$ cat src/design/ipv4mz_pkg.sv
// Shared types, option codes and helpers for the IPv4 mutable-field zeroing block.
// No dependencies; every design file imports this package.
package ipv4mz_pkg;

    // Option type codes
    localparam logic [7:0] OPT_END_OF_LIST       = 8'd0;
    localparam logic [7:0] OPT_NO_OPERATION      = 8'd1;
    localparam logic [7:0] OPT_SECURITY          = 8'd130;
    localparam logic [7:0] OPT_EXT_SECURITY      = 8'd133;
    localparam logic [7:0] OPT_COMMERCIAL_SECURITY = 8'd134;
    localparam logic [7:0] OPT_ROUTER_ALERT      = 8'd148;
    localparam logic [7:0] OPT_DIRECTED_BCAST    = 8'd149;

    // Fixed header geometry
    localparam int          FIXED_HEADER_BYTES = 20;
    localparam logic [3:0]  MIN_IHL            = 4'd5;
    localparam logic [5:0]  DEFAULT_HDR_LEN    = 6'd20;

    // Queue between parser and output stage
    localparam int QUEUE_DEPTH = 4;
    localparam int QPTR_W      = $clog2(QUEUE_DEPTH);
    localparam int QCNT_W      = $clog2(QUEUE_DEPTH + 1);

    typedef struct packed {
        logic [7:0] header_byte;
        logic       start_of_header;
    } in_item_t;

    typedef struct packed {
        logic [7:0] out_byte;
        logic       byte_was_zeroed;
        logic       end_of_header;
    } out_item_t;

    // One parsed step: one result, or two when a held type byte is released
    typedef struct packed {
        logic      two;
        out_item_t first;
        out_item_t second;
    } q_entry_t;

    typedef struct packed {
        logic full;
        logic empty;
    } q_status_t;

    function automatic logic option_is_immutable(input logic [7:0] t);
        return (t == OPT_SECURITY)            || (t == OPT_EXT_SECURITY) ||
               (t == OPT_COMMERCIAL_SECURITY) || (t == OPT_ROUTER_ALERT) ||
               (t == OPT_DIRECTED_BCAST);
    endfunction

    function automatic out_item_t make_result(input logic [7:0] b, input logic z,
                                              input logic last);
        out_item_t r;
        r.out_byte        = z ? 8'd0 : b;
        r.byte_was_zeroed = z;
        r.end_of_header   = last;
        return r;
    endfunction

endpackage

$ cat src/design/ipv4_header_mutable_field_zeroing.sv
// A byte's result passes through the queue and then the output register after acceptance;
// an option type byte gives no result until its length byte, which then gives two.
// One header byte per cycle while the queue is not full; the two-result step drains as two
// outputs, paid back by the silent type step, with a 4-entry queue absorbing the skew.
// Reset (rst_n, async, active low): parser at byte 0, header length 20, queue and
// output register empty.
module ipv4_header_mutable_field_zeroing
    import ipv4mz_pkg::*;
(
    input  logic      clk,
    input  logic      rst_n,
    input  logic      hdr_valid,
    output logic      hdr_ready,
    input  in_item_t  hdr,
    output logic      res_valid,
    input  logic      res_ready,
    output out_item_t res
);

    logic      accept;
    logic      push;
    q_entry_t  push_data;
    logic      pop;
    q_entry_t  head;
    q_status_t qstat;
    logic      pending;

    assign hdr_ready = !qstat.full;
    assign accept    = hdr_valid && hdr_ready;

    ipv4mz_front u_front (
        .clk       (clk),
        .rst_n     (rst_n),
        .accept    (accept),
        .hdr       (hdr),
        .push      (push),
        .push_data (push_data)
    );

    ipv4mz_queue u_queue (
        .clk       (clk),
        .rst_n     (rst_n),
        .push      (push),
        .push_data (push_data),
        .pop       (pop),
        .head      (head),
        .status    (qstat)
    );

    ipv4mz_back u_back (
        .clk       (clk),
        .rst_n     (rst_n),
        .head      (head),
        .empty     (qstat.empty),
        .pop       (pop),
        .pending   (pending),
        .res_valid (res_valid),
        .res_ready (res_ready),
        .res       (res)
    );

    // A zeroed byte always carries zero
    a_zeroed_is_zero: assert property (@(posedge clk) disable iff (!rst_n)
        res_valid && res.byte_was_zeroed |-> res.out_byte == 8'd0)
        else $error("zeroed byte is nonzero");

    // No write into a full queue
    a_no_overflow: assert property (@(posedge clk) disable iff (!rst_n)
        push |-> !qstat.full)
        else $error("queue overflow");

    // Output drains when nothing is queued or pending
    a_drain: assert property (@(posedge clk) disable iff (!rst_n)
        res_valid && res_ready && qstat.empty && !pending |=> !res_valid)
        else $error("result appeared from nothing");

endmodule

$ cat src/design/ipv4mz_front.sv
// Parser front end: tracks header position and option state, one byte per cycle when accept is high.
// Depends on ipv4mz_pkg; feeds ipv4mz_queue with zero, one or two results per byte.
module ipv4mz_front
    import ipv4mz_pkg::*;
(
    input  logic      clk,
    input  logic      rst_n,
    input  logic      accept,
    input  in_item_t  hdr,
    output logic      push,
    output q_entry_t  push_data
);

    typedef enum logic [1:0] {
        MODE_TYPE,
        MODE_LEN,
        MODE_BODY,
        MODE_STOP
    } mode_t;

    logic [5:0] pos_reg, pos_next, pos_eff;
    logic [5:0] hlen_reg, hlen_next, hlen_eff;
    mode_t      mode_reg, mode_next, mode_eff;
    logic [7:0] held_reg, held_next, held_eff;
    logic [5:0] left_reg, left_next, left_eff, left_dec;
    logic       zopt_reg, zopt_next, zopt_eff;

    logic [7:0] b;
    logic [3:0] ihl_eff;
    logic       last;
    logic       fixed_zero;
    logic       imm_zero;
    logic       bad_len;
    logic [8:0] len_end;
    logic       res_one;
    logic       res_two;

    assign b = hdr.header_byte;

    // Per-byte parse decision
    always_comb
    begin
        pos_eff  = hdr.start_of_header ? 6'd0 : pos_reg;
        mode_eff = hdr.start_of_header ? MODE_TYPE : mode_reg;
        held_eff = hdr.start_of_header ? 8'd0 : held_reg;
        left_eff = hdr.start_of_header ? 6'd0 : left_reg;
        zopt_eff = hdr.start_of_header ? 1'b0 : zopt_reg;

        ihl_eff  = (b[3:0] < MIN_IHL) ? MIN_IHL : b[3:0];
        hlen_eff = (pos_eff == 6'd0) ? {ihl_eff, 2'b00} : hlen_reg;
        last     = ({1'b0, pos_eff} + 7'd1) >= {1'b0, hlen_eff};

        // TOS, flags/fragment offset, TTL, checksum
        fixed_zero = (pos_eff == 6'd1)  || (pos_eff == 6'd6)  || (pos_eff == 6'd7) ||
                     (pos_eff == 6'd8)  || (pos_eff == 6'd10) || (pos_eff == 6'd11);
        imm_zero   = !option_is_immutable(held_eff);
        len_end    = {3'b000, pos_eff} + {1'b0, b} - 9'd1;
        bad_len    = (b < 8'd2) || (len_end > {3'b000, hlen_eff});
        left_dec   = (left_eff != 6'd0) ? left_eff - 6'd1 : left_eff;

        pos_next  = last ? 6'd0 : pos_eff + 6'd1;
        hlen_next = hlen_eff;
        mode_next = mode_eff;
        held_next = held_eff;
        left_next = left_eff;
        zopt_next = zopt_eff;

        res_one          = 1'b0;
        res_two          = 1'b0;
        push_data.two    = 1'b0;
        push_data.first  = make_result(b, 1'b0, last);
        push_data.second = make_result(b, 1'b0, last);

        if ({1'b0, pos_eff} < 7'(FIXED_HEADER_BYTES))
        begin
            res_one         = 1'b1;
            push_data.first = make_result(b, fixed_zero, last);
        end
        else
        begin
            unique case (mode_eff)
                MODE_TYPE:
                begin
                    if (b == OPT_END_OF_LIST)
                    begin
                        mode_next = MODE_STOP;
                        res_one   = 1'b1;
                    end
                    else if (b == OPT_NO_OPERATION)
                    begin
                        res_one = 1'b1;
                    end
                    else if (last)
                    begin
                        mode_next = MODE_STOP;
                        res_one   = 1'b1;
                    end
                    else
                    begin
                        held_next = b;
                        mode_next = MODE_LEN;
                    end
                end
                MODE_LEN:
                begin
                    res_two       = 1'b1;
                    push_data.two = 1'b1;
                    if (bad_len)
                    begin
                        mode_next        = MODE_STOP;
                        push_data.first  = make_result(held_eff, 1'b0, 1'b0);
                        push_data.second = make_result(b, 1'b0, last);
                    end
                    else
                    begin
                        push_data.first  = make_result(held_eff, imm_zero, 1'b0);
                        push_data.second = make_result(b, imm_zero, last);
                        left_next        = b[5:0] - 6'd2;
                        zopt_next        = imm_zero;
                        mode_next        = (b[5:0] - 6'd2 != 6'd0) ? MODE_BODY : MODE_TYPE;
                    end
                end
                MODE_BODY:
                begin
                    res_one         = 1'b1;
                    push_data.first = make_result(b, zopt_eff, last);
                    left_next       = left_dec;
                    if (left_dec == 6'd0)
                    begin
                        mode_next = MODE_TYPE;
                    end
                end
                MODE_STOP:
                begin
                    res_one = 1'b1;
                end
                default:
                begin
                    res_one = 1'b1;
                end
            endcase
        end

        // Header complete: back to the start of the next header
        if (last)
        begin
            mode_next = MODE_TYPE;
            held_next = 8'd0;
            left_next = 6'd0;
            zopt_next = 1'b0;
        end
    end

    assign push = accept && (res_one || res_two);

    // Parse state
    always_ff @(posedge clk or negedge rst_n)
    begin
        if (!rst_n)
        begin
            pos_reg  <= 6'd0;
            hlen_reg <= DEFAULT_HDR_LEN;
            mode_reg <= MODE_TYPE;
            held_reg <= 8'd0;
            left_reg <= 6'd0;
            zopt_reg <= 1'b0;
        end
        else if (accept)
        begin
            pos_reg  <= pos_next;
            hlen_reg <= hlen_next;
            mode_reg <= mode_next;
            held_reg <= held_next;
            left_reg <= left_next;
            zopt_reg <= zopt_next;
        end
    end

endmodule

$ cat src/design/ipv4mz_queue.sv
// Short FIFO of parsed steps between the parser and the output stage.
// Depends on ipv4mz_pkg for the entry type and depth.
module ipv4mz_queue
    import ipv4mz_pkg::*;
(
    input  logic      clk,
    input  logic      rst_n,
    input  logic      push,
    input  q_entry_t  push_data,
    input  logic      pop,
    output q_entry_t  head,
    output q_status_t status
);

    q_entry_t            mem [QUEUE_DEPTH];
    logic [QPTR_W-1:0]   wr_reg;
    logic [QPTR_W-1:0]   rd_reg;
    logic [QCNT_W-1:0]   cnt_reg;

    assign head         = mem[rd_reg];
    assign status.full  = (cnt_reg == QCNT_W'(QUEUE_DEPTH));
    assign status.empty = (cnt_reg == '0);

    // Pointers and fill count
    always_ff @(posedge clk or negedge rst_n)
    begin
        if (!rst_n)
        begin
            wr_reg  <= '0;
            rd_reg  <= '0;
            cnt_reg <= '0;
        end
        else
        begin
            if (push)
            begin
                wr_reg <= wr_reg + QPTR_W'(1);
            end
            if (pop)
            begin
                rd_reg <= rd_reg + QPTR_W'(1);
            end
            if (push && !pop)
            begin
                cnt_reg <= cnt_reg + QCNT_W'(1);
            end
            else if (pop && !push)
            begin
                cnt_reg <= cnt_reg - QCNT_W'(1);
            end
        end
    end

    // Entry storage
    always_ff @(posedge clk)
    begin
        if (push)
        begin
            mem[wr_reg] <= push_data;
        end
    end

endmodule

$ cat src/design/ipv4mz_back.sv
// Output stage: unpacks one- or two-result queue entries into a registered result.
// Depends on ipv4mz_pkg; pops ipv4mz_queue.
module ipv4mz_back
    import ipv4mz_pkg::*;
(
    input  logic      clk,
    input  logic      rst_n,
    input  q_entry_t  head,
    input  logic      empty,
    output logic      pop,
    output logic      pending,
    output logic      res_valid,
    input  logic      res_ready,
    output out_item_t res
);

    logic      valid_reg, valid_next;
    logic      pend_reg, pend_next;
    out_item_t res_reg, res_next;
    out_item_t pend_data_reg, pend_data_next;
    logic      load;

    // Refill the output register whenever it is free or being taken
    always_comb
    begin
        load           = !valid_reg || res_ready;
        pop            = 1'b0;
        valid_next     = valid_reg;
        pend_next      = pend_reg;
        res_next       = res_reg;
        pend_data_next = pend_data_reg;
        if (load)
        begin
            if (pend_reg)
            begin
                valid_next = 1'b1;
                pend_next  = 1'b0;
                res_next   = pend_data_reg;
            end
            else if (!empty)
            begin
                pop            = 1'b1;
                valid_next     = 1'b1;
                res_next       = head.first;
                pend_next      = head.two;
                pend_data_next = head.second;
            end
            else
            begin
                valid_next = 1'b0;
            end
        end
    end

    always_ff @(posedge clk or negedge rst_n)
    begin
        if (!rst_n)
        begin
            valid_reg <= 1'b0;
            pend_reg  <= 1'b0;
        end
        else
        begin
            valid_reg <= valid_next;
            pend_reg  <= pend_next;
        end
    end

    always_ff @(posedge clk)
    begin
        res_reg       <= res_next;
        pend_data_reg <= pend_data_next;
    end

    assign res_valid = valid_reg;
    assign res       = res_reg;
    assign pending   = pend_reg;

endmodule

$ cat config.mk
export PLATFORM = sky130hd
export DESIGN_NAME = ipv4_header_mutable_field_zeroing
export DESIGN_NICKNAME = d
export VERILOG_FILES = /design/src/design/ipv4mz_pkg.sv /design/src/design/ipv4_header_mutable_field_zeroing.sv /design/src/design/ipv4mz_front.sv /design/src/design/ipv4mz_queue.sv /design/src/design/ipv4mz_back.sv
export SDC_FILE = /design/constraint.sdc
export NUM_CORES = 1
export LEC_CHECK = 0
export BUFFER_PORTS_ARGS = -buffer_cell sky130_fd_sc_hd__buf_2
export CAP_MARGIN = 30
export CORE_AREA = 2 2 140 142
export DETAILED_ROUTE_END_ITERATION = 12
export DIE_AREA = 0 0 142 144
export GPL_ROUTABILITY_DRIVEN = 0
export SETUP_SLACK_MARGIN = 0.15
export SLEW_MARGIN = 20
export SYNTH_ARGS = -nofsm -noshare
export SYNTH_HDL_FRONTEND = slang
export SYNTH_SLANG_ARGS = --single-unit
$ cat constraint.sdc
create_clock -name clk -period 11.49 [get_ports clk]
set_input_delay 1.149 -clock clk [delete_from_list [all_inputs] [get_ports clk]]
set_output_delay 1.149 -clock clk [all_outputs]
set_load 0.01 [all_outputs]
==> results of run 1 <==
==> cell usage in the layout, fill, tap and decap left out, drive strengths merged, types with 5 or more instances in the layout <==
| cell type | instances |
|---|---|
| a22o | 17 |
| and2 | 7 |
| buf | 34 |
| a21oi | 15 |
| xor2 | 6 |
| o21ai | 20 |
| nor3 | 8 |
| o211ai | 5 |
| nor2b | 7 |
| edfxtp | 104 |
| inv | 46 |
| and3 | 6 |
| clkbuf | 20 |
| o31ai | 11 |
| dfrtp | 36 |
| xnor2 | 14 |
| nand3 | 19 |
| ha | 39 |
| nand2 | 38 |
| mux4 | 21 |
| a21o | 7 |
| nand2b | 7 |
| nand4 | 5 |
| a31oi | 11 |
| clkinv | 5 |
| nor4 | 6 |
| nor2 | 40 |
| mux2 | 13 |
| or3 | 5 |
==> final cells by class <==
class,instances,share of cell area (%)
clock buffers,20,5.29
clock inverters,12,1.59
inverters,43,1.91
multi-input cells,381,36.6
flip-flops and latches,142,48.3
well taps,238,3.53
repair buffers,34,2.82
==> cell families (layout without fill, tap and decap cells) <==
family / Yosys count / in the layout
DFF: 142 / 142
muxes: 35 / 35
and+or+nand+nor: 162 / 162
buffers and inverters: 65 / 109
adders and majority gates: 41 / 41
AOI/OAI and AO/OA: 123 / 123
xor gates and xnor gates: 20 / 20
==> through the flow <==
stage               util (%)  setup WS, ns  instance area (µm²)
floorplan                  -          6.44                 7410
global placement        40.7          6.23                 7770
detailed placement      41.1          6.06                 7840
CTS                     44.1          6.48                 8420
global route            44.3          6.08                 8440
finish                  44.3          6.47                 8440
==> layer usage <==
| metal | vias to the layer above | track usage [%] |
|---|---|---|
| met5 | - | 0 |
| met4 | 0 | 4.95 |
| met3 | 17 | 3.84 |
| met2 | 121 | 30.2 |
| met1 | 2498 | 21.2 |
| li1 | 2319 | - |
==> worst min-delay path by stage <==
stage	from	to	slack (ns)
after detailed placement	u_front.mode_reg[0]	u_front.mode_reg[0]	0.48
after floorplan	u_front.mode_reg[0]	u_front.mode_reg[0]	0.45
after global routing	u_front.mode_reg[0]	u_front.mode_reg[0]	0.52
after CTS	u_front.mode_reg[0]	u_front.mode_reg[0]	0.50
final	u_front.mode_reg[0]	u_front.mode_reg[0]	0.49
after global placement	u_front.mode_reg[0]	u_front.mode_reg[0]	0.48
==> power by group <==
group / switching, µW / internal (µW)
clock: 210 / 327
sequential: 67.4 / 722
combinational: 340 / 266
total: 618 / 1320
==> critical path, cell delays in order <==
cell and delay, ns:
buf_2 0.40, inv_1 0.39, nand2_1 0.18, ha_1 0.23, inv_1 0.06, ha_1 0.28
a21oi_1 0.19, xnor2_1 0.17, ha_1 0.31, a211oi_1 0.23, nand2_1 0.08, o22ai_1 0.19
a22o_1 0.36, nand3_4 0.20, nor3_4 0.52, nor2_1 0.18
==> reports/results.ini, run 1 <==
[sta]
fin_crit_ns=5.02
max_freq_ghz=0.199
max_slew_margin_pct=46.4
setup_viol_count_final=0
worstMarginPinSlew_ns=0.802
final_max_slew_viol_count=0
fin_worst_skew_ns=0.0130
finalCritPeriodShare_pct=43.7
hold_slack_ns=0.488
grt_setup_unrepaired=false
setup-tns-final_ns=0
hold_viol_final=0

[critical_path]
r2r-start=u_front.pos_reg[3]
crit_start=hdr[0]
worst_setup_path_start_kind=input pin
arrival_ns=5.14
critical_path_required_ns=11.60
critPathKind=input pin to flop
crit_path_end=u_queue.mem[1][3]
endpoint_kind=flop
critPathMaxFanout=28
reg2reg_depth=15
ff2ff_setup_slack_ns=7.17
r2r_end=u_queue.cnt_reg[1]

[synthesis]
async_flop_share_pct=26.8
synth-edff-count=104
synth_top_family_by_area=compound AO/OA/AOI/OAI gates
yosysSeqAreaShare_pct=55.0
synth_commonest_cells=edfxtp_1, inv_1, nor2_1, ha_1, nand2_1
yosysTopAreaCell=edfxtp_1
yosysTopAreaCellShare_pct=42.1
synth_cell_types=70
synthAdderAreaFrac_pct=7.12
synth_flop_cell=edfxtp_1
ys_seq_elements=142
synth_area_per_cell_um2=12.6
synth_area_leaders=edfxtp_1, dfrtp_1, ha_1
synthMuxAreaShare_pct=8.49
synthSimpleGateAreaFrac_pct=11.5
synth_xor_area_share_pct=2.36
postSynthNetCount=642
yosysWarnings=0
synth_compound_area_share_pct=12.1
synth.most_common_cell=edfxtp_1
netlist_instances=588
syn_area_mm2=0.00741

[cells_and_area]
drive_gt1_share_pct=17.6
fillers=1711
area_growth_pct=13.9
diodes=0
fin_nets=673
multiInputGateArea_mm2=0.00309
largest_register_ffs=84
finalNonFillerCells=870
regArea_mm2=0.00408

[clocking]
cts-resized-gates=0
numCtsBuffers=17
clkTransAtPathRegs_ns=0.05
h-tree-depth=4
worstSkewPairLatency_ns=0.41
cts_buffer_depth=2
ctsRootBufferMaster=clkbuf_16
cts.sinks=142
post-cts-setup-buffers=0
ctsHoldBuffers=0
cts_tree=done

[route]
wl_met2_um=8590
m1WireLength_um=7250
maxUsedRoutingLayer=met4
routed_wirelength_um=16700
antenna_left=0
drt_pass1_iterations=7
met3WireLength_um=649
wl_per_cell_um=19.2
drc=0
viasPerCell=5.70
num_vias=4955
drt_iter0_drc=364

[floorplanning]
die_h_um=144
dieArea_mm2=0.0204
ios=25
rows=51
start_util_pct=38.9
core_area_mm2=0.0191
die_width_um=142

[place]
dp.cells=836
port_buffers=24
post-dp-hpwl_um=12000

[min_path]
hp-class=flop to flop
min_path_cells=1

[global_routing]
grt_pass1_wl_um=26600
grt_max_degree=39
antenna_found_initial=0
grt_pass1_vias=4885
grt_usage_pct=17.1
grt_overflow=0

[power_and_ir_drop]
power_uw=1930
vdd_drop_max_mv=0.106
p_per_area_mw_per_mm2=229
power.leakage_uw=0.00325

[run]
maxCapViolations=0

[run_status]
status=finished, final reports clean

No activity file was read; power rests on OpenSTA's default activity.
==> run 2: changes to the inputs <==
clock period = 4.1 ns   (was 11.49 ns; I/O delays follow)
==> run 2 against run 1 <==
Cell area is 2.9% higher. Largest cell class unchanged. Via count grew 0.57%. Clock-buffer cell count unchanged. Combinational power grew to 2.9 times the previous value. Sequential cell count unchanged. Cell count up 2.3%. Total power grew to 2.9 times the previous value. First-iteration DRC count is 4.4% lower. Die area unchanged. Highest routed layer unchanged. Register-to-register slack lost 6.9 ns. Clock power rose to 2.9 times the previous value.
==> reports/results.ini, run 2 (synthesis results as in run 1) <==
[power_and_ir_drop]
switching_share_pct=31.6
vdd_drop_max_mv=0.285
power_uw=5550
p_comb_share_pct=31.6
switching_power_uw=1750
power.leakage_uw=0.00336
p_int_uw=3800
p_clk_share_pct=28.0
p_per_area_mw_per_mm2=639
seq_power_share_pct=40.4

[min_path]
hp-class=input pin to flop

[critical_path]
crit_path_end=u_queue.cnt_reg[1]
r2r-start=u_front.pos_reg[4]
critical_path_required_ns=4.40
critPathKind=flop to flop
ff2ff_setup_slack_ns=0.25
reg2reg_depth=15
critPathMaxFanout=8
worst_setup_path_start_kind=flop
arrival_ns=4.15
crit_start=u_front.pos_reg[4]
r2r_end=u_queue.cnt_reg[1]
endpoint_kind=flop

[place]
port_buffers=24
post-dp-hpwl_um=12100

[cells_and_area]
largest_register_ffs=84
fin_nets=693
layout_common_cells=edfxtp_1, inv_1, nor2_1
final_common_cell=edfxtp_1
diodes=0
area_growth_pct=17.2
drive_gt1_share_pct=21.3

[sta]
fin_worst_skew_ns=0.00844
worstMarginPinSlew_ns=0.714
hold_viol_final=0
final_max_slew_viol_count=0
fin_crit_ns=3.85
setup_viol_count_final=0
finalCritPeriodShare_pct=93.9
max_slew_margin_pct=52.2
setup-tns-final_ns=0
max_freq_ghz=0.260
grt_setup_unrepaired=true

[route]
drt_pass1_iterations=5
drt_iter0_drc=348
routed_wirelength_um=16800
wl_per_cell_um=18.9
antenna_left=0
viasPerCell=5.60
num_vias=4983
drc=0

[clocking]
clkTransAtPathRegs_ns=0.06
cts_buffer_depth=2
cts_tree=done
worstSkewPairLatency_ns=0.42
cts.sinks=142
h-tree-depth=4
ctsRootBufferMaster=clkbuf_16
numCtsBuffers=17

[floorplanning]
start_util_pct=38.9
die_h_um=144
dieArea_mm2=0.0204
die_width_um=142
rows=51
ios=25
core_area_mm2=0.0191

[global_routing]
grt_usage_pct=17.5
grt_pass1_vias=5134
antenna_found_initial=0
grt_max_degree=39
grt_overflow=0
grt_pass1_wl_um=27200

[run_status]
status=finished, final reports clean

[run]
maxCapViolations=0

-- run 2: through the flow --
step | setup WS, ns | utilization, % | hold slack, ns | instances | area, µm²
after floorplan | 0.161 | - | 0.114 | 588 | 7460
after global placement | 0.145 | 41.9 | 0.466 | 853 | 8000
after global routing | 0.0775 | 45.5 | 0.301 | 890 | 8690
after detailed placement | 0.0649 | 42.0 | 0.472 | 854 | 8020
final | 0.252 | 45.5 | 0.305 | 890 | 8690
after CTS | 0.192 | 45.1 | 0.156 | 886 | 8610
-- run 2: layout make-up --
type                       count  area (µm²)
fill                        1697       10400
sequential                   142        4080
multi-input combinational    381        3130
clock buffer                  20         437
timing repair buffer          54         430
tap                          238         298
inverter                      43         161
clock inverter                12         158
-- run 2: worst max-delay path: stages, from the launching register on --
cell      delay, ns
dfrtp_1        0.43
nor4_4         0.40
a21oi_2        0.17
and2_1         0.24
ha_1           0.30
nand3b_1       0.17
a21o_1         0.19
a21o_1         0.20
a21boi_2       0.19
inv_2          0.06
o21ai_1        0.18
a41oi_2        0.19
ha_1           0.27
inv_1          0.08
fa_1           0.40
mux2_2         0.27
-- run 2: worst min-delay path by stage --
stage / start / endpoint / slack [ns] / depth (start not counted)
final: hdr[5] / u_front.held_reg[4] / 0.31 / 2
after floorplan: rst_n / u_back.pending / 0.11 / 0
after detailed placement: u_front.mode_reg[0] / u_front.mode_reg[0] / 0.47 / 1
after global routing: hdr[5] / u_front.held_reg[4] / 0.30 / 2
after CTS: rst_n / u_front.left_reg[2] / 0.16 / 1
after global placement: u_front.mode_reg[0] / u_front.mode_reg[0] / 0.47 / 1
-- run 2: repair_timing --
action                                 4_1_cts  5_1_grt
endpoints found under the hold margin        0        8
resized for setup                            0        4
hold buffers                                 0        1
setup endpoints to repair                    0       40
setup buffers                                0        1
-- run 2: routing by layer --
metal	track usage, %	part of all wire (%)
met3	3.61	3.8
met5	0	0
met2	31.2	52
met1	21.6	43
met4	5.05	1.5
-- run 2: power groups by stage --
stage	Clock (µW)	Sequential [µW]	Combinational (µW)
finish	1560	2240	1760
global route	1650	2290	1930
CTS	1580	2250	1750
detailed placement	0	2280	1740
global placement	0	2270	1670
floorplan	0	2200	1280
